### src/hw/rtl/flc_pkg.sv
`default_nettype none
// ----------------------------------------------------------------------------
// flc_pkg: shared types and constants of the LRU tag cache
// Word layouts of the request and response channels, the per-cell entry
// record and the control group handed to the statistics counters.
// ----------------------------------------------------------------------------
package flc_pkg;

   localparam int TAG_W       = 48;
   localparam int DATA_W      = 64;
   localparam int CNT_W       = 32;
   localparam int CAP_W       = 7;
   localparam int ENTRIES_DEF = 64;

   localparam logic [CAP_W-1:0] CAP_RESET = 7'd64;

   typedef enum logic [0:0] {
      OP_LOOKUP = 1'b0,
      OP_INSERT = 1'b1
   } op_type;

   typedef struct packed {
      op_type              op;
      logic [TAG_W-1:0]    tag;
      logic [DATA_W-1:0]   entry_data;
   } req_word_type;

   typedef struct packed {
      logic                hit;
      logic [DATA_W-1:0]   read_data;
      logic [CNT_W-1:0]    hits_total;
      logic [CNT_W-1:0]    accesses_total;
   } rsp_word_type;

   typedef struct packed {
      logic                valid;
      logic [TAG_W-1:0]    tag;
      logic [DATA_W-1:0]   data;
   } entry_type;

   typedef struct packed {
      logic                count_access;
      logic                count_hit;
   } stats_ctl_type;

   typedef struct packed {
      logic [CNT_W-1:0]    hits;
      logic [CNT_W-1:0]    accesses;
   } stats_type;

endpackage
`default_nettype wire

### src/hw/rtl/flc_stats.sv
`default_nettype none
// ----------------------------------------------------------------------------
// flc_stats: saturating lookup and hit counters
// Presents the counts including the update requested in this cycle.
// ----------------------------------------------------------------------------
module flc_stats
   import flc_pkg::*;
(
   input  wire                clock,
   input  wire                reset,
   input  stats_ctl_type      ctl,
   output stats_type          counts_next
);

   localparam logic [CNT_W-1:0] CNT_MAX = '1;

   logic [CNT_W-1:0] hits_ff;
   logic [CNT_W-1:0] hits_in;
   logic [CNT_W-1:0] accesses_ff;
   logic [CNT_W-1:0] accesses_in;

   always_comb begin
      hits_in     = hits_ff;
      accesses_in = accesses_ff;
      if (ctl.count_hit && (hits_ff != CNT_MAX)) begin
         hits_in = hits_ff + 1'b1;
      end
      if (ctl.count_access && (accesses_ff != CNT_MAX)) begin
         accesses_in = accesses_ff + 1'b1;
      end
   end

   always_ff @(posedge clock) begin
      if (reset) begin
         hits_ff     <= '0;
         accesses_ff <= '0;
      end else begin
         hits_ff     <= hits_in;
         accesses_ff <= accesses_in;
      end
   end

   assign counts_next.hits     = hits_in;
   assign counts_next.accesses = accesses_in;

endmodule
`default_nettype wire

### config.mk
export PLATFORM = sky130hd
export DESIGN_NAME = flc_stats
export DESIGN_NICKNAME = d
export VERILOG_FILES = /design/src/hw/rtl/flc_pkg.sv /design/src/hw/rtl/flc_stats.sv
export SDC_FILE = /design/constraint.sdc
export NUM_CORES = 1
export LEC_CHECK = 0
export BUFFER_PORTS_ARGS = -buffer_cell sky130_fd_sc_hd__buf_2
export CORE_ASPECT_RATIO = 1.25
export CORE_MARGIN = 1.5
export CORE_UTILIZATION = 55
export CTS_CLUSTER_DIAMETER = 40
export DETAILED_ROUTE_END_ITERATION = 8
export HOLD_SLACK_MARGIN = 0.12
export PLACE_DENSITY_LB_ADDON = 0.1
export SYNTH_ARGS = -nofsm -noshare
export SYNTH_HDL_FRONTEND = slang
export SYNTH_SLANG_ARGS = --single-unit
### constraint.sdc
create_clock -name clock -period 6.4 [get_ports clock]
set_input_delay 1.28 -clock clock [delete_from_list [all_inputs] [get_ports clock]]
set_output_delay 1.28 -clock clock [all_outputs]
set_load 0.05 [all_outputs]
==> results of run 1 <==
## cell type report
cell class                 count  area (µm²)
timing repair buffer          68         343
clock buffer                  11         151
inverter                       9        33.8
clock inverter                 5        55.1
multi-input combinational    363        2320
fill                         632        2230
tap                           87         109
sequential                    64        1280
## kinds of logic (layout without fill, tap and decap cells)
logic type / after synthesis / after routing
compound gates: 62 / 62
simple gates: 239 / 239
buf+inv: 28 / 93
mux: 21 / 21
fa+ha+maj: 2 / 2
xor+xnor: 39 / 39
flops: 64 / 64
## critical path, cell delays in order (launching register included)
cell and delay, ps:
dfxtp_1 470, nand3_1 160, nor3_1 760, and4_1 720, nor3_1 190, xor2_1 190
buf_2 290
## sequential cells by signal, summed over array words and instances, names as in the netlist
register,cells
accesses_ff,32
hits_ff,32
## stage by stage
step / total power [mW] / instance area [µm²]
floorplan: 0.443 / 3710
global placement: 0.450 / 4090
detailed placement: 0.451 / 4090
CTS: 0.807 / 4290
global route: 0.826 / 4290
finish: 0.805 / 4290
## layer usage
metal  routed length (µm)  part of all wire, %  track usage [%]
met5                    0                    0                0
met4                  263                  3.0             13.0
met3                  426                  4.8             6.38
met2                 4460                   50             44.7
met1                 3680                   42             27.0
## placed cells by master (no fill, tap or decap), types with 2 or more instances in the layout
master      netlist  layout
clkinv_2          0       2
ha_1              2       2
a2111oi_0         8       8
nor2_1           36      36
clkinvlp_4        0       2
xor2_1           29      29
o31ai_1           7       7
nand3_1          36      36
inv_1             9       9
nand4_1          20      20
a211oi_1          4       4
xnor2_1          10      10
o21ai_0          16      16
dfxtp_1          64      64
nor2b_1          41      41
or4_1             4       4
clkbuf_8          0      11
nor3_1           15      15
and4_1           12      12
a21oi_1          15      15
a41oi_1           2       2
and3_1            6       6
or3_1            18      18
nor4_1           10      10
nand2_1          34      34
mux2_2           18      18
buf_2             2      67
a31oi_1           4       4
## worst max-delay path by stage
stage | endpoint | slack, ps | cells past startpoint
after floorplan | counts_next[61] | 1820 | 5
after global placement | counts_next[21] | 2110 | 7
after detailed placement | counts_next[21] | 2080 | 7
after CTS | counts_next[7] | 2010 | 6
after global routing | counts_next[13] | 1820 | 6
final | counts_next[19] | 1990 | 6
## power by group
part,internal (mW),switching [mW]
clock network,0.200,0.164
logic,0.00919,0.0297
registers,0.400,0.00204
==> parameters.txt, run 1 <==
Parameter                              Value

Floorplan
  Placement Rows ... 33
  Horizontal die dimension ... 76.4 µm
  Die area ... ~0.0072 mm²
  Ports ... 68
  Area of the core region ... 0.00652 mm²
  Die height ... between 90 and 100 µm
  Starting density of the core ... a little under three fifths

Yosys
  Sequential fraction of the synthesis area ... 34.5%
  Top post-synthesis cells by area ... dfxtp_1, nor2b_1, xor2_1, mux2_2, nand3_1
  Main flop type after synthesis ... dfxtp_1
  Largest area contributor in the netlist ... dfxtp_1
  Syn Inst Count ... between 400 and 500
  Proportion of synthesized area in mux cells ... under 10%
  Synth cell types ... 43
  Synthesized-area fraction occupied by adder cells ... less than 1%
  Flops & latches, synth ... 64
  Most frequent cells after synthesis ... dfxtp_1, nor2b_1, nand3_1, nor2_1, nand2_1
  Simple-gate portion of the synthesized area ... 35.4%
  Cell with the most instances after synthesis ... dfxtp_1
  Syn Area/Cell ... between 8 and 9 µm²
  Number of warnings issued by yosys ... 0
  Compound-Gate Fraction of Synth Area ... a little over a tenth
  Share of flip-flops with an asynchronous set or reset after synthesis ... 0%
  Area of the mapped netlist ... roughly 0.0037 mm²
  Post-synthesis net count ... between 400 and 500
  Main combinational cell family by area after synthesis ... simple AND/OR/NAND/NOR gates
  Area fraction of the dominant cell type after synthesis ... between 30% and 40%
  Number of enable flip-flop cells after synthesis ... 0
  Post-synthesis xor/xnor area fraction ... 9.21%

Clock network
  Htree depth ... 3
  Clk_lat worst skew ... approximately 350 ps
  Num CTS Buffers ... 9
  Count of clock tree sinks ... 64
  Post-CTS Hold Buffers ... 0
  Clock tree from TritonCTS ... done
  PostCTS Resize Cnt ... 0
  Clock-pin slew on the worst setup and hold paths ... ~70 ps
  CTS Buffer Depth ... 2
  Post-CTS setup buffer count ... 0
  Clock root buffer master ... clkbuf_8

Layout
  Fraction of layout instances using a drive strength above 1 ... between 20% and 30%
  Syn-to-layout area delta ... 15.8%
  Number of nets at the end of the flow ... approximately 520
  Share of the core filled with cells in the final layout ... 65.8%
  Antenna diodes ... 0
  Non-filler instance count after layout ... 607

Route
  Mean routed wirelength per cell ... 14.6 µm
  DRT antenna net count ... 0
  Length of the first detailed-routing pass in iterations ... 4
  Total number of vias ... ~3600
  Number of remaining DRC errors ... 0
  Total length of routed wires ... approximately 8800 µm
  DR iter-0 viols ... 255
  Via density ... a little under 6

STA
  Endpoints failing setup ... 0
  Setup TNS after final layout ... 0 ps
  Count of pins over their slew limit ... 0
  Peak clock frequency supported by timing ... ~0.23 GHz
  Final count of hold timing violations ... 0
  Clk_skew ... ~9.5 ps
  Final min period ... roughly 4400 ps
  Worst-margin pin slew ... 896 ps
  Worst Hold Margin ... about 540 ps
  Worst setup slack after layout ... between 1500 and 2000 ps
  Worst rel slew slack ... around two fifths
  Unrepaired setup endpoints after global routing ... no
  Share of the clock period used by the worst path ... 68.8%

Hold path
  HP Class ... register to register
  Hold path startpoint ... hits_ff[12]
  Worst hold endpoint ... hits_ff[12]
  Hold Path Stages ... 2

Global route
  Remaining Overflow, GRT ... 0
  Number of global-route vias before repair ... approximately 3200
  Pin count of the biggest net entering global routing ... between 40 and 50
  Initial antenna violation count ... 0
  Wire length of the first global-routing pass ... between 10000 and 15000 µm
  Total Routing Usage GR ... 24.9%

Worst setup path
  Arrival time of the worst setup path ... around 3100 ps
  Critical-path maximum fanout ... 18
  Required time at the worst-slack endpoint ... 5120 ps
  Critical path startpoint category ... register
  Worst Setup SP ... accesses_ff[25]
  Critical register-to-register path endpoint ... accesses_ff[19]
  Register-to-register setup slack ... 3680 ps
  Worst Setup Path Type ... register to primary output
  Element type at the critical path end ... primary output
  Reg2reg start ... accesses_ff[25]
  Worst-case reg-to-reg path depth ... 5

Run
  Number of maximum-capacitance constraint violations ... 0

Placed design
  Number of cells in the design after placement ... a little under 600
  Pre-CTS WS ... 2080 ps
  Post-detail-place hpwl ... 6440 µm
  Buffers on Ports ... 67
  Weighted congestion reported at the end of routability-driven placement ... between 0.8 and 0.9

Outcome
  Outcome ... completed

Power and ir drop
  Max VDD drop ... 0.136 mV
  Power density cells ... roughly 190 mW/mm²
  Total leakage power ... 1.92 nW
(Power assumes the default switching activity.)
==> inputs of run 2 (changes only) <==
==> constraint.sdc (replaced) <==
create_clock -name clock -period 4.61 [get_ports clock]
set_input_delay 0.922 -clock clock [delete_from_list [all_inputs] [get_ports clock]]
set_output_delay 0.922 -clock clock [all_outputs]
set_load 0.05 [all_outputs]
==> run 2 against run 1 <==
Power up 39%. Hold slack is essentially flat. Critical path depth is 1 higher. Sequential power up 39%. Sequential cell count unchanged. Final cell count increased by 0.33%. Clock power is 40% higher. Largest power group unchanged.
==> parameters.txt, run 2 (synthesis results as in run 1) <==
Parameter                              Value

Worst setup path
  Critical Path Slowest Stage Cell ... nor4_2 (was nor3_1)
  Peak per-stage delay on the critical path ... 620 ps (was 760 ps)
  Element type at the critical path end ... primary output (unchanged)
  Required time at the worst-slack endpoint ... 3690 ps (was 5120 ps)
  Category of cells accounting for the largest share of critical-path delay ... simple AND/OR/NAND/NOR gates (unchanged)
  Worst Setup Path Type ... register to primary output (unchanged)
  Critical-path maximum fanout ... 15 (was 18)
  List of cells traversed by the critical path ... ha_1 > nand4_1 > nor4_2 > and3_1 > nor3_1 > xor2_1 > buf_2 (was nand3_1 > nor3_1 > and4_1 > nor3_1 > xor2_1 > buf_2)
  Arrival time of the worst setup path ... 2970 ps (was 3130 ps)
  Buffers plus inverters on the worst setup path ... 1 (unchanged)
  Critical path startpoint category ... register (unchanged)

Clock network
  Post-CTS setup buffer count ... 0 (unchanged)
  PostCTS Resize Cnt ... 0 (unchanged)
  Post-CTS Hold Buffers ... 0 (unchanged)
  Clock root buffer master ... clkbuf_8 (unchanged)
  Htree depth ... 3 (unchanged)
  CTS Buffer Depth ... 2 (unchanged)
  Num CTS Buffers ... 9 (unchanged)
  Clock-pin slew on the worst setup and hold paths ... 80 ps (was 70 ps)
  Clock tree from TritonCTS ... done (unchanged)
  Clk_lat worst skew ... 350 ps (about the same)
  Count of clock tree sinks ... 64 (unchanged)

Global route
  Remaining Overflow, GRT ... 0 (unchanged)
  Met2 layer usage reported by global route ... 46.3% (was 44.7%)
  Met3 layer usage reported by global route ... 5.31% (was 6.38%)
  Initial antenna violation count ... 0 (unchanged)
  Total Routing Usage GR ... 25.4% (was 24.9%)
  Number of global-route vias before repair ... 3281 (was 3229)
  Pin count of the biggest net entering global routing ... 43 (was 44)
  Met1 Usage GRT ... 28.0% (was 27.0%)
  GR peak layer ... met2 (unchanged)
  Wire length of the first global-routing pass ... 14800 µm (was 14400 µm)

Floorplan
  Die area ... 0.00725 mm² (unchanged)
  Ports ... 68 (unchanged)
  Die height ... 94.8 µm (unchanged)
  Starting density of the core ... 56.8% (unchanged)
  Area of the core region ... 0.00652 mm² (unchanged)
  Horizontal die dimension ... 76.4 µm (unchanged)
  Placement Rows ... 33 (unchanged)

STA
  Count of pins over their slew limit ... 0 (unchanged)
  Unrepaired setup endpoints after global routing ... no (unchanged)
  Worst rel slew slack ... 50.5% (was 39.8%)
  Setup TNS after final layout ... 0 ps (unchanged)
  Worst-margin pin slew ... 737 ps (was 896 ps)
  Final min period ... approximately 4000 ps
  Final count of hold timing violations ... 0 (unchanged)
  Share of the clock period used by the worst path ... between 80% and 90%
  Peak clock frequency supported by timing ... between 0.2 and 0.3 GHz
  Endpoints failing setup ... 0 (unchanged)
  Clk_skew ... 6.40 ps (was 9.55 ps)

Layout
  Fraction of layout instances using a drive strength above 1 ... 21.1% (was 20.8%)
  Antenna diodes ... 0 (unchanged)
  Count of fill cells added during filler insertion ... 613 (was 632)
  Number of nets at the end of the flow ... 523 (was 521)
  Syn-to-layout area delta ... 16.2% (was 15.8%)
  Commonest non-fill, non-tap cell in the layout ... buf_2 (unchanged)
  Largest registers ranked by flip-flop count ... accesses_ff: 32 flops, hits_ff: 32 flops (unchanged)
  Area taken by multi-input logic gates ... 0.00232 mm² (unchanged)
  Most frequent cells in the layout ... buf_2, dfxtp_1, nor2b_1 (unchanged)
  Area taken by flip-flops and latches ... 0.00128 mm² (unchanged)

Placed design
  Buffers on Ports ... 67 (unchanged)
  Weighted congestion reported at the end of routability-driven placement ... 0.843 (was 0.880)
  Post-detail-place hpwl ... 6570 µm (was 6440 µm)

Power and ir drop
  Total leakage power ... 1.93 nW (was 1.92 nW)
  Max VDD drop ... 0.177 mV (was 0.136 mV)
  Pwr Total ... 1.12 mW (was 805 µW)
  Power density cells ... 260 mW/mm² (was 187 mW/mm²)

Route
  Mean routed wirelength per cell ... 14.7 µm (was 14.6 µm)
  Length of the first detailed-routing pass in iterations ... 4 (unchanged)
  DRT antenna net count ... 0 (unchanged)
  Via density ... 5.82 (was 5.96)
  Total length of routed wires ... 8970 µm (was 8830 µm)
  Total number of vias ... 3546 (was 3618)
  Number of remaining DRC errors ... 0 (unchanged)
  DR iter-0 viols ... 179 (was 255)

Run
  Number of maximum-capacitance constraint violations ... 0 (unchanged)

Hold path
  HP Class ... register to register (unchanged)

Outcome
  Outcome ... completed (unchanged)
run 2: metal layers:
layer	vias up	share of wire, %
li1	1789	-
met1	1656	42
met2	80	51
met3	21	3.9
met4	0	2.5
met5	-	0
run 2: area by class of cell:
cell class,instances,share of cell area (%)
Inverter,9,0.784
Tap cell,87,2.53
Timing Repair Buffer,70,8.31
Clock buffer,11,3.51
Clock inverter,5,1.28
Multi-Input combinational cell,363,53.8
Sequential cell,64,29.7
run 2: where the power goes:
group | internal [mW] | leakage (nW) | switching (mW)
Combinational | 0.0132 | 1.31 | 0.0415
Clock | 0.277 | 0.101 | 0.229
Sequential | 0.556 | 0.516 | 0.00294
run 2: tightest hold or removal path: stages (launching register included):
cell and delay [ps]:
dfxtp_1 340, o31ai_1 90, a21oi_1 70
run 2: worst paths after layout:
path | slack [ps] | start | cells after the start | endpoint
setup / recovery | 710 | hits_ff[0] | 7 | counts_next[40]
hold / removal | 540 | hits_ff[27] | 2 | hits_ff[27]
setup reg to reg | 1990 | hits_ff[0] | 6 | hits_ff[7]
hold reg to reg | 540 | hits_ff[27] | 2 | hits_ff[27]
run 2: metrics by stage:
| stage | std cells | hold slack (ps) | setup slack [ps] | cell area (µm²) | utilization (%) |
|---|---|---|---|---|---|
| 2_1_floorplan | 455 | 489 | 742 | 3710 | - |
| 3_3_place_gp | 593 | 515 | 1080 | 4100 | 62.9 |
| 4_1_cts | 609 | 540 | 723 | 4310 | 66.0 |
| 6_report | 609 | 540 | 713 | 4310 | 66.0 |
| 3_5_place_dp | 593 | 527 | 1060 | 4100 | 62.9 |
| 5_1_grt | 609 | 558 | 490 | 4310 | 66.0 |
