### config.mk
export PLATFORM = sky130hd
export DESIGN_NAME = flc_cell
export DESIGN_NICKNAME = d
export VERILOG_FILES = /design/src/hw/rtl/flc_pkg.sv /design/src/hw/rtl/flc_cell.sv
export SDC_FILE = /design/constraint.sdc
export NUM_CORES = 1
export LEC_CHECK = 0
export BUFFER_PORTS_ARGS = -buffer_cell sky130_fd_sc_hd__buf_4
export CAP_MARGIN = 20
export CELL_PAD_IN_SITES_DETAIL_PLACEMENT = 0
export CELL_PAD_IN_SITES_GLOBAL_PLACEMENT = 1
export CORE_UTILIZATION = 34
export CTS_CLUSTER_DIAMETER = 120
export DETAILED_ROUTE_END_ITERATION = 8
export PLACE_DENSITY = 0.95
export SYNTH_ARGS = -nofsm -noshare
export SYNTH_HDL_FRONTEND = slang
export SYNTH_SLANG_ARGS = --single-unit
### constraint.sdc
create_clock -name clock -period 3.35 [get_ports clock]
set_input_delay 0.67 -clock clock [delete_from_list [all_inputs] [get_ports clock]]
set_output_delay 0.67 -clock clock [all_outputs]
set_load 0.005 [all_outputs]
### src/hw/rtl/flc_pkg.sv
`default_nettype none
// ----------------------------------------------------------------------------
// flc_pkg: shared types and constants of the LRU tag cache
// Word layouts of the request and response channels, the per-cell entry
// record and the control group handed to the statistics counters.
// ----------------------------------------------------------------------------
package flc_pkg;

   localparam int TAG_W       = 48;
   localparam int DATA_W      = 64;
   localparam int CNT_W       = 32;
   localparam int CAP_W       = 7;
   localparam int ENTRIES_DEF = 64;

   localparam logic [CAP_W-1:0] CAP_RESET = 7'd64;

   typedef enum logic [0:0] {
      OP_LOOKUP = 1'b0,
      OP_INSERT = 1'b1
   } op_type;

   typedef struct packed {
      op_type              op;
      logic [TAG_W-1:0]    tag;
      logic [DATA_W-1:0]   entry_data;
   } req_word_type;

   typedef struct packed {
      logic                hit;
      logic [DATA_W-1:0]   read_data;
      logic [CNT_W-1:0]    hits_total;
      logic [CNT_W-1:0]    accesses_total;
   } rsp_word_type;

   typedef struct packed {
      logic                valid;
      logic [TAG_W-1:0]    tag;
      logic [DATA_W-1:0]   data;
   } entry_type;

   typedef struct packed {
      logic                count_access;
      logic                count_hit;
   } stats_ctl_type;

   typedef struct packed {
      logic [CNT_W-1:0]    hits;
      logic [CNT_W-1:0]    accesses;
   } stats_type;

endpackage
`default_nettype wire

### src/hw/rtl/flc_cell.sv
`default_nettype none
// ----------------------------------------------------------------------------
// flc_cell: one slot of the recency-ordered entry chain
// Holds one entry, compares it against the incoming tag, and on a shift
// takes the entry of its more recent neighbor.
// ----------------------------------------------------------------------------
module flc_cell
   import flc_pkg::*;
(
   input  wire                clock,
   input  wire                reset,
   input  wire                capture,
   input  wire [TAG_W-1:0]    cmp_tag,
   input  wire                shift,
   input  entry_type          prev_entry,
   output entry_type          entry,
   output logic               match
);

   logic                valid_ff;
   logic                valid_in;
   logic [TAG_W-1:0]    tag_ff;
   logic [TAG_W-1:0]    tag_in;
   logic [DATA_W-1:0]   data_ff;
   logic [DATA_W-1:0]   data_in;
   logic                match_ff;
   logic                match_in;

   always_comb begin
      valid_in = valid_ff;
      tag_in   = tag_ff;
      data_in  = data_ff;
      if (shift) begin
         valid_in = prev_entry.valid;
         tag_in   = prev_entry.tag;
         data_in  = prev_entry.data;
      end
      match_in = capture ? (valid_ff && (tag_ff == cmp_tag)) : match_ff;
   end

   always_ff @(posedge clock) begin
      if (reset) begin
         valid_ff <= 1'b0;
         match_ff <= 1'b0;
      end else begin
         valid_ff <= valid_in;
         match_ff <= match_in;
      end
   end

   always_ff @(posedge clock) begin
      tag_ff  <= tag_in;
      data_ff <= data_in;
   end

   assign entry.valid = valid_ff;
   assign entry.tag   = tag_ff;
   assign entry.data  = data_ff;
   assign match       = match_ff;

endmodule
`default_nettype wire

==> results.txt, run 1 <==
When the netlist entered floorplanning its net count stood at 351. Global-route met3 utilization: 0.0800. Leaving out fill and tap cells, the most frequent cells in the layout are 278 x sky130_fd_sc_hd__buf_4, 112 x sky130_fd_sc_hd__edfxtp_1, 32 x sky130_fd_sc_hd__xnor2_1. The via-per-instance ratio was 4.37; the area share of xor/xnor cells in the synthesized design was 0.106. The cts-stage hold buffer count is 0. Critical path's top delay family: flip-flops. The overall power of the completed layout was 0.00397 W. Along the worst path, the maximum fanout reaches 2. Timing would allow up to 599 MHz. The number of buffers on the longest clock path is 2, and the power density relative to cell area is 579 nW/um^2. The worst endpoint required time came out at 2.68 ns. For the die area, the log shows 12100 um^2. The pre-CTS setup slack was 1.40 ns. Setup repair after global routing left no endpoint under its margin. The count of TritonRoute iterations in the first routing pass is 6, and the area of the placeable core is 11400 um^2. Walking the worst path, the cells encountered are buf_4.

The tree is rooted in a sky130_fd_sc_hd__clkbuf_16. For the sequential fraction of the synthesis area, the log shows 0.856. Synthesis inferred 114 register bits. The mux share of post-synthesis cell area was 0.00252; the wire length per cell was 16.4 um.

The static power due to leakage was 2.89 nW; the final critical path time including I/O delays and setup was 1.67 ns. After the last flow step, the layout net total stands at 648. The worst setup path is launched from a register. The ratio of cells with drive above 1 in the final layout works out to 0.627. The run gives 4 as the number of H-tree levels. The via count of the first global-routing pass was 2868; the die boundary height was 110 um.

Port buffering added 278 buffers. Clock latency on the worst-skew pair, taken at its later pin, is 0.40 ns. The number of antenna diodes in the final layout is 0. TritonCTS created 17 clock buffers.

The adder-cell share of the synthesized area was 0. I/O pin count: 279. The complex-gate fraction of the synthesized area was 0.00126.

The clock net sink count was 114. Final hold analysis gives a worst-case slack of 0.439 ns. For the wire length after detailed routing, the log shows 10.5 mm.

By area, the combinational part of the netlist is dominated by XOR/XNOR gates. For the final routed database, the setup TNS stands at 0 ns. The portion of the clock cycle consumed by the worst path in the final layout was 0.498; the die extent in x was 110 um.

The clock slew seen by the registers of the worst setup and hold paths works out to 0.05 ns. Across the run, the number of max-cap violations was 0. The critical path buffer and inverter count came out at 1. Post-CTS repair changed the size of 0 cells. For the initial antenna violation count, the log shows 0. The slew at the pin closest to its max-slew limit was 0.586 ns. Most common cell after layout, fill and taps aside: sky130_fd_sc_hd__buf_4. VDD sags by at most 0.386 mV. The count of final max-slew check failures came out at 0.

Cell with the largest stage delay on the worst path: sky130_fd_sc_hd__edfxtp_1. The type of element capturing the critical path is an output port. The cell area after technology mapping was 3980 um^2.

The path category of the worst min-delay check is in -> reg. Overall global routing resource usage: 0.168. The logs give 2795 for the number of vias in the routed layout and 0 for the final count of negative-setup-slack endpoints.

From synthesis to final layout, the design area changed by 72.2%. The logs give 0.298 for the met2 layer usage reported by global route and 0 for the final hold violation count. Global routing finished with a remaining overflow of 0. For the post-CTS setup-driven buffer insertion count, the log shows 0. The layer flagged by global routing as most heavily used is met2. The clock arrives with 0.00838 ns of skew.

The final worst-path setup slack is 1.68 ns, and the Yosys warning count is 0. The initial core utilization was 0.348; the met1 track demand over resource was 0.165. The synthesized area divided by synthesized cell count was 21.4 um^2; the antenna violation net count after detailed routing was 0. TritonCTS built the clock tree.

The detailed placer's ending HPWL was 8.35 mm. The tools report the weighted congestion reported at the end of routability-driven placement as 0.746. The floorplan has 39 rows. The detailed router finished its first iteration with 55 violations. The flow ran to the end, and the final reports show no timing, DRC or antenna violations. STA puts the critical path data arrival time at 1.00 ns. The wire length of the first global-routing pass was 14.2 mm. The number of different library cells used by synthesis comes to 14.

The filler cells instantiated in the layout total 899. The simple-gate portion of the synthesized area came out at 0.0327. Core occupancy in the finished layout: 0.600. Entering global routing, the biggest net connects 70 pins. In the routed design, unresolved DRC markers number 0. The type of the worst setup path was reg -> out. The worst slew slack as a fraction of its limit came out at 0.610. On the worst path, the slowest cell contributes a delay of 0.43 ns. Counting every instance in the synthesized netlist gives 186.
## synth_stat cells
library cell,instances,area (um^2)
sky130_fd_sc_hd__nor4_2,2,25.0
sky130_fd_sc_hd__nand3_1,1,5.00
sky130_fd_sc_hd__nor2_1,2,7.51
sky130_fd_sc_hd__nor3_1,2,10.0
sky130_fd_sc_hd__nand2_1,2,7.51
sky130_fd_sc_hd__nand4_1,9,56.3
sky130_fd_sc_hd__mux2i_1,1,10.0
sky130_fd_sc_hd__xnor2_1,32,280
sky130_fd_sc_hd__nor4_1,3,18.8
sky130_fd_sc_hd__dfxtp_1,2,40.0
sky130_fd_sc_hd__edfxtp_1,112,3360
sky130_fd_sc_hd__o21ai_1,1,5.00
sky130_fd_sc_hd__xor2_1,16,140
sky130_fd_sc_hd__buf_4,1,7.51
## kinds of logic after synthesis
family	after synthesis
buffers and inverters	1
AOI/OAI and AO/OA	1
and+or+nand+nor	21
muxes	1
DFF	114
xor gates and xnor gates	48
## stage by stage
| step | cells | instance area [um^2] |
|---|---|---|
| floorplan | 186 | 3980 |
| global placement | 607 | 6250 |
| detailed placement | 607 | 6250 |
| CTS | 639 | 6850 |
| global route | 639 | 6850 |
| finish | 639 | 6850 |
## routing by layer
| metal | up-vias | routed length, um |
|---|---|---|
| li1 | 1312 | - |
| met1 | 1319 | 3600 |
| met2 | 152 | 5710 |
| met3 | 12 | 1020 |
| met4 | 0 | 158 |
| met5 | - | 0 |
## flip-flops by register name, summed over array words and instances (netlist names)
name and count:
data_ff 64, valid_ff 1, tag_ff 48, match 1
## layout make-up
class	count	area [um^2]	share of cell area
clock buffers	17	425	0.0621
flip-flops and latches	114	3400	0.497
multi-input cells	71	566	0.0826
clock inverters	15	168	0.0245
repair buffers	279	2110	0.308
well taps	143	179	0.0261
## worst paths after layout
kind                 start         end  slack [ns]  cells after the start
max             tag_ff[11]   entry[75]        1.68                      1
min          prev_entry[6]  data_ff[6]        0.44                      1
max reg2reg      tag_ff[0]       match        1.90                      4
min reg2reg          match       match        0.46                      2
## where the power goes
| part | total (W) | switching, W | internal, W |
|---|---|---|---|
| Combinational | 0.000435 | 0.000148 | 0.000288 |
| Sequential | 0.00175 | 0.0000541 | 0.00170 |
| Clock | 0.00178 | 0.000624 | 0.00116 |
Note: power is estimated with default switching activity, not from simulation.
==> inputs of run 2 (changes only) <==
--- a/config.mk
+++ b/config.mk
@@ -5,14 +5,15 @@
 export SDC_FILE = /design/constraint.sdc
 export NUM_CORES = 1
 export LEC_CHECK = 0
+export ABC_AREA = 1
 export BUFFER_PORTS_ARGS = -buffer_cell sky130_fd_sc_hd__buf_4
 export CAP_MARGIN = 20
 export CELL_PAD_IN_SITES_DETAIL_PLACEMENT = 0
 export CELL_PAD_IN_SITES_GLOBAL_PLACEMENT = 1
-export CORE_UTILIZATION = 34
+export CORE_UTILIZATION = 28
 export CTS_CLUSTER_DIAMETER = 120
 export DETAILED_ROUTE_END_ITERATION = 8
-export PLACE_DENSITY = 0.95
+export PLACE_DENSITY = 0.88
 export SYNTH_ARGS = -nofsm -noshare
 export SYNTH_HDL_FRONTEND = slang
 export SYNTH_SLANG_ARGS = --single-unit
==> constraint.sdc (replaced) <==
create_clock -name clock -period 1.5 [get_ports clock]
set_input_delay 0.3 -clock clock [delete_from_list [all_inputs] [get_ports clock]]
set_output_delay 0.3 -clock clock [all_outputs]
set_load 0.005 [all_outputs]
==> results.txt, run 2 <==
The sequential fraction of the synthesis area was 0.785 (-0.0713); the cell count after placement was 803 (+32%). Remaining global-route overflow: 0 (unchanged). The most frequent cell after synthesis is sky130_fd_sc_hd__edfxtp_1. Largest net degree at the start of global routing: 74 (+5.7%). The wire length after detailed routing was 12.2 mm (+17%). The internal reg-to-reg setup slack was 0.13 ns (-1.77 ns). The logs give 1.14 mV (+200%) for the peak supply drop and 0.772 (+3.5%) for the weighted congestion reported at the end of routability-driven placement. For this run, the top clock speed supported by timing is 709 MHz.

The via-per-instance ratio came out at 4.08 (-6.6%). The ratio of cells with drive above 1 in the final layout works out to 0.492 (-0.135). The cell area after technology mapping was 4340 um^2 (+9.1%); the number of maximum-capacitance violations was 0 (unchanged). For the antenna violation net count after detailed routing, the log shows 0 (unchanged). CTS placed an instance of sky130_fd_sc_hd__clkbuf_16 at the clock tree root. The die area came out at 16000 um^2 (+32%).

The final hold violation count is 0 (unchanged). The worst setup path is captured at an output port. The DRC violation count after routing was 0 (unchanged); the number of cell instances on the worst register-to-register path was 9 (+5). For the final count of negative-setup-slack endpoints, the log shows 0 (unchanged).

The clock insertion delay at the later pin of the skew report is 0.41 ns (about the same), and the arrival time of the worst setup path is 1.11 ns (+0.11 ns). Number of standard-cell rows in the floorplan: 45 (+15%). The total nets after synthesis was 501 (+43%). The critical path buffer and inverter count works out to 2 (+1). Share of the synthesized area in the top cell type: 0.775 (-0.0705). By area the synthesized netlist is led by sky130_fd_sc_hd__edfxtp_1 78%, sky130_fd_sc_hd__nand2_1 8.0%, sky130_fd_sc_hd__inv_1 5.3%. TritonCTS built the clock tree. For the number of nets in the finished design, the log shows 800 (+23%). The tools report the critical path startpoint category as a register. The signal on the critical path passes through buf_4, buf_4. The synthesized area divided by synthesized cell count came out at 12.9 um^2 (-40%). By count the netlist is led by 112 x sky130_fd_sc_hd__edfxtp_1, 92 x sky130_fd_sc_hd__nand2_1, 61 x sky130_fd_sc_hd__inv_1, 42 x sky130_fd_sc_hd__nor2_1, 13 x sky130_fd_sc_hd__xnor2_1.

The count of input and output buffers was 278 (unchanged). The setup clock skew after layout is 0.0119 ns (+0.00348 ns), and the via count of the first global-routing pass is 3779 (+32%). Broken down by cell family, the worst path's largest delay share belongs to flip-flops.

The cell that appears most often on the critical path is sky130_fd_sc_hd__buf_4. The run gives 114 (unchanged) as the clock net sink count. The run gives 3.42 nW (+18%) as the static power due to leakage. The top fanout value on the critical path came out at 3 (+1). For the core occupancy in the finished layout, the log shows 0.481 (-0.119). The delay contributed by the slowest stage of the critical path is 0.42 ns (about the same), and the power density relative to cell area is 1220 nW/um^2 (+110%). The layout overhead on the synthesized area is 67.8%. The number of fill cells in the layout is 1342 (+49%), and the Yosys warning count is 0 (unchanged). Leaving out fill and tap cells, the most frequent cells in the layout are 279 x sky130_fd_sc_hd__buf_4, 112 x sky130_fd_sc_hd__edfxtp_1, 92 x sky130_fd_sc_hd__nand2_1.

The final non-filler cell total is 836 (+31%). Number of stages on the worst hold path: 1 (unchanged). The path with the worst hold slack has its endpoint at data_ff[53]. The run gives 4 (-2) as the count of TritonRoute iterations in the first routing pass. The total of flip-flops plus latches after synthesis was 114 (unchanged). The run gives 279 (unchanged) as the I/O pin count. For the instance count of the mapped netlist, the log shows 336 (+81%). For this design, the slowest cell found on the critical path is sky130_fd_sc_hd__edfxtp_1. The path class of the tightest hold or removal check is in -> reg. The flip-flop count of the largest register, all copies and words added was 64 (unchanged). The start of the worst register-to-register path is tag_ff[29]. data_ff holds more flip-flops than any other register. For the initial core utilization, the log shows 0.286 (-0.0618). The die boundary height was 126 um (+15%); the number of buffers created by CTS was 17 (unchanged).

The largest registers in the layout are data_ff: 64 flops, tag_ff: 48 flops. For the cts-stage hold buffer count, the log shows 0 (unchanged). The slew at the pin closest to its max-slew limit is 0.388 ns (-0.198 ns), and the worst endpoint required time is 1.20 ns (-1.48 ns).

For this run, the leading register cell type out of synthesis is sky130_fd_sc_hd__edfxtp_1. The wire length of the first global-routing pass is 18.5 mm (+30%), and the final critical path time including I/O delays and setup is 1.41 ns. The die extent in x was 126 um (+15%); the fraction of registers with async set or reset after synthesis was 0 (unchanged).

The flow ran to the end, and the final reports show no timing, DRC or antenna violations. The logic depth of the worst setup path including buffers is 2 (+1), and the worst slew slack as a fraction of its limit is 0.741 (+0.132). The logs give 3414 (+22%) for the number of vias in the routed layout and 0 ns (unchanged) for the setup TNS. The wire length per cell came out at 14.6 um (-11%). The portion of the clock cycle consumed by the worst path in the final layout works out to 0.940. The tools report the area of the placeable core as 15100 um^2 (+33%).

Setup repair after global routing left no endpoint under its margin. Overall power of the completed layout: 0.00886 W (+120%). For the hold slack, the log shows 0.0625 ns (-0.377 ns). Count of different cell masters after synthesis: 15 (+1). The run gives 4 (unchanged) as the number of H-tree levels. Type of the worst setup path: reg -> out. The endpoint identified for the worst register-to-register timing path is match. The count of antenna diodes in the layout was 0 (unchanged); the count of final max-slew check failures was 0 (unchanged).

Leaving out fill and tap cells, the most frequent cell in the layout is sky130_fd_sc_hd__buf_4. The number of buffers on the longest clock path is 2 (unchanged). The logs give 0 (unchanged) for the initial antenna violation count and 0.155 (-0.0133) for the overall global routing resource usage. The worst hold path begins at prev_entry[53].

The tools report the detailed placer's ending HPWL as 9.53 mm (+14%). The number of DRC markers in iteration 0 came out at 95 (+73%). Number of flops mapped to enable cells by yosys: 112 (unchanged). Summed over all instances, the cell type with the most area after synthesis is sky130_fd_sc_hd__edfxtp_1. The clock slew seen by the registers of the worst setup and hold paths works out to 0.06 ns (about the same).
==> run 2: metrics by stage <==
stage / setup slack (ns) / instance area (um^2)
after floorplan: 0.399 / 4340
after global placement: 0.0916 / 6690
after detailed placement: 0.0544 / 6690
after CTS: 0.0221 / 7260
after global routing: 0.00817 / 7280
final: 0.0901 / 7280
==> run 2: cell type report <==
class,instances,area [um^2],area share
Clock buffer,18,429,0.0589
Clock inverter,14,141,0.0194
Inverter,61,229,0.0314
Multi-Input combinational cell,160,708,0.0973
Sequential cell,114,3400,0.467
Tap cell,188,235,0.0323
Timing Repair Buffer,281,2130,0.293
==> run 2: worst max-delay path by stage <==
stage / from / to / slack [ns]
6_report: tag_ff[29] / entry[93] / 0.09
5_1_grt: tag_ff[29] / match / 0.008
3_3_place_gp: cmp_tag[21] / match / 0.09
3_5_place_dp: tag_ff[29] / match / 0.05
2_1_floorplan: tag_ff[11] / match / 0.40
4_1_cts: tag_ff[29] / match / 0.02
==> run 2: power breakdown <==
| part | switching (W) | internal [W] |
|---|---|---|
| registers | 0.000124 | 0.00378 |
| clock network | 0.00158 | 0.00233 |
| logic | 0.000396 | 0.000654 |
| total | 0.00210 | 0.00677 |
==> run 2: worst register-to-register path: cells and delay by family, from the launching register on <==
kind | cells | cell delay (ns)
compound gates | 1 | 0.11
buf+inv | 1 | 0.07
flops | 1 | 0.42
simple gates | 7 | 0.70
==> run 2: per-layer routing <==
metal / GRT usage / vias to the layer above / part of all wire
li1: - / 1690 / -
met1: 0.149 / 1544 / 0.35
met2: 0.287 / 165 / 0.55
met3: 0.0671 / 15 / 0.089
met4: 0.0638 / 0 / 0.014
met5: 0 / - / 0
==> run 2: kinds of logic after synthesis <==
| group | after synthesis | synth area share |
|---|---|---|
| compound gates | 4 | 0.00548 |
| xor+xnor | 13 | 0.0262 |
| buf+inv | 62 | 0.0545 |
| flops | 114 | 0.785 |
| mux | 1 | 0.00231 |
| simple gates | 142 | 0.127 |
==> run 2: what timing repair did <==
action,4_1_cts,5_1_grt
resized for setup,0,3
buffers inserted,0,1
setup endpoints to repair,0,1
==> inputs of run 3 (changes only) <==
--- a/config.mk
+++ b/config.mk
@@ -6,7 +6,8 @@
 export NUM_CORES = 1
 export LEC_CHECK = 0
 export ABC_AREA = 1
-export BUFFER_PORTS_ARGS = -buffer_cell sky130_fd_sc_hd__buf_4
+export ABC_CLOCK_PERIOD_IN_PS = 1500
+export BUFFER_PORTS_ARGS = -buffer_cell sky130_fd_sc_hd__buf_2
 export CAP_MARGIN = 20
 export CELL_PAD_IN_SITES_DETAIL_PLACEMENT = 0
 export CELL_PAD_IN_SITES_GLOBAL_PLACEMENT = 1
==> results.txt, run 3 (same netlist as run 2, synthesis figures left out) <==
The static power due to leakage is 3.23 nW (-5.6%). TritonCTS built the clock tree. The largest registers in the layout are data_ff: 64 flops, tag_ff: 48 flops.

The tools report the peak supply drop as 1.01 mV (-11%). The power density relative to cell area is 1360 nW/um^2 (+11%). For the net load switching power, the log shows 0.00191 W (-9.0%). The wire length per cell is 13.5 um (-8.1%), and the top fanout value on the critical path is 2 (-1). The layout overhead on the synthesized area was 53.7%.

Ratio of cells with drive above 1 in the final layout: 0.488 (-0.00459). The logs give 0 (unchanged) for the remaining global-route overflow and 4 (unchanged) for the count of TritonRoute iterations in the first routing pass. The slew at the pin closest to its max-slew limit is 0.236 ns (-0.152 ns), and the number of DRC markers in iteration 0 is 106 (+12%). The worst setup path is captured at a register. The run gives 0 (unchanged) as the final count of negative-setup-slack endpoints. The die area came out at 16000 um^2 (unchanged).

The die extent in x was 126 um (unchanged); the post-CTS setup-driven buffer insertion count was 0 (unchanged). The DRC violation count after routing is 0 (unchanged), and the cts-stage hold buffer count is 0 (unchanged). The clock slew seen by the registers of the worst setup and hold paths was 0.06 ns (about the same). Count of antenna diodes in the layout: 0 (unchanged). For the wire length of the first global-routing pass, the log shows 16.3 mm (-12%). The switching share of power came out at 0.211 (-0.0256). The run gives 0.20 ns (+0.07 ns) as the internal reg-to-reg setup slack. The run gives 1.64 ns (+0.53 ns) as the arrival time of the worst setup path. Setup repair after global routing left no endpoint under its margin.

The count of input and output buffers works out to 278 (unchanged). The wire length after detailed routing was 11.3 mm (-7.9%). The most common cell after layout, fill and taps aside is sky130_fd_sc_hd__buf_2. For the clock net sink count, the log shows 114 (unchanged). The clock insertion delay at the later pin of the skew report was 0.40 ns (about the same); the final hold violation count was 0 (unchanged).

The tools report the worst slew slack as a fraction of its limit as 0.843 (+0.101). The worst endpoint required time was 1.84 ns (+0.64 ns). For the antenna violation net count after detailed routing, the log shows 0 (unchanged). The run gives 0.286 (unchanged) as the initial core utilization.

The run gives 4 (unchanged) as the number of H-tree levels. The run finished with clean final reports. The register with the highest flop count was data_ff.

Initial antenna violation count: 0 (unchanged). The number of buffers on the longest clock path was 2 (unchanged). For the via count of the first global-routing pass, the log shows 3251 (-14%). The number of nets in the finished design came out at 803 (+0.38%).

The weighted congestion reported at the end of routability-driven placement was 0.765 (-0.98%); the part of the power in combinational logic was 0.089 (-0.030). The top cell types in the final layout, fill and taps aside, are 277 x sky130_fd_sc_hd__buf_2, 112 x sky130_fd_sc_hd__edfxtp_1, 92 x sky130_fd_sc_hd__nand2_1. The maximum achievable frequency is 767 MHz (+8.2%), and the die boundary height is 126 um (unchanged). The I/O pin count is 279 (unchanged), and the area of the placeable core is 15100 um^2 (unchanged). The count of final max-slew check failures is 0 (unchanged), and the final critical path time including I/O delays and setup is 1.30 ns (-0.106 ns). The flip-flop count of the largest register, all copies and words added is 64 (unchanged).

For the number of gates resized after CTS, the log shows 0 (unchanged). The cell-internal power came out at 0.00714 W (+5.5%). The setup TNS came out at 0 ns (unchanged). The via-per-instance ratio is 3.95 (-3.2%). Clock tree synthesis selected as its root buffer the cell sky130_fd_sc_hd__clkbuf_16.

The run gives 0.440 (-0.0406) as the core occupancy in the finished layout. The run gives 0.430 (-0.011) as the fraction of power consumed by sequential logic. The run gives 0.141 (-0.0141) as the overall global routing resource usage. For the setup clock skew after layout, the log shows 0.00781 ns (-0.00405 ns).

The type of the worst setup path was reg -> reg. The min-delay analysis places its worst path in the category in -> reg. The number of buffers created by CTS came out at 17 (unchanged).

STA classifies the critical path startpoint as a register. The portion of the clock cycle consumed by the worst path in the final layout came out at 0.869 (-0.0708). For the number of standard-cell rows in the floorplan, the log shows 45 (unchanged).

The run gives 8.97 mm (-5.9%) as the detailed placer's ending HPWL. The largest net degree at the start of global routing is 39 (-47%), and the number of vias in the routed layout is 3313 (-3.0%). The part of the total power dissipated in the clock network was 0.481 (+0.041). The number of maximum-capacitance violations came out at 0 (unchanged).
## run 3: changes by cell type in the layout (fill, tap and decap cells not counted), moves of 2 or more
cell,previous run,this run
sky130_fd_sc_hd__buf_2,0,277
sky130_fd_sc_hd__buf_4,279,5
sky130_fd_sc_hd__inv_6,7,2
sky130_fd_sc_hd__bufinv_16,1,5
sky130_fd_sc_hd__clkinv_1,0,2
sky130_fd_sc_hd__nor2_1,40,42
sky130_fd_sc_hd__nor2_2,3,1
## run 3: worst paths after layout
| path | from | endpoint | cells past startpoint |
|---|---|---|---|
| max reg2reg | tag_ff[38] | match | 7 |
| min reg2reg | match | match | 2 |
| max | tag_ff[38] | match | 7 |
| min | prev_entry[8] | data_ff[8] | 1 |
## run 3: layout make-up
cell class                 count  area [um^2]
clock buffer                  17          425
clock inverter                14          211
fill                        1433         8480
inverter                      61          229
multi-input combinational    160          698
sequential                   114         3400
tap                          188          235
timing repair buffer         284         1460
## run 3: per-stage QoR
step	worst slack [ns]	total power (W)	instances	hold WS [ns]	area, um^2
after floorplan	0.399	0.00418	336	0.362	4340
after CTS	0.141	0.00916	838	0.0502	6670
final	0.196	0.00904	838	0.0669	6670
after detailed placement	0.146	0.00478	807	0.464	6030
after global placement	0.215	0.00475	807	0.472	6030
after global routing	0.0284	0.00939	838	0.0498	6670
## run 3: worst max-delay path, stage by stage, from the launching register on
cell                       delay, ns
sky130_fd_sc_hd__edfxtp_1       0.41
sky130_fd_sc_hd__xnor2_1        0.21
sky130_fd_sc_hd__nand2_1        0.10
sky130_fd_sc_hd__nor2_1         0.13
sky130_fd_sc_hd__nand3_1        0.10
sky130_fd_sc_hd__nor2_1         0.12
sky130_fd_sc_hd__nand2_1        0.08
sky130_fd_sc_hd__a21oi_2        0.10
## run 3: power by group through the flow
stage	Combinational, W	Clock, W	Sequential, W
finish	0.000806	0.00435	0.00389
global route	0.000905	0.00456	0.00392
CTS	0.000823	0.00444	0.00390
detailed placement	0.000821	0	0.00396
global placement	0.000807	0	0.00394
floorplan	0.000193	0	0.00398
## run 3: metal layers
layer / GRT usage / part of all wire
met1: 0.133 / 0.36
met4: 0.0638 / 0.015
met5: 0 / 0
met2: 0.254 / 0.53
met3: 0.0696 / 0.098
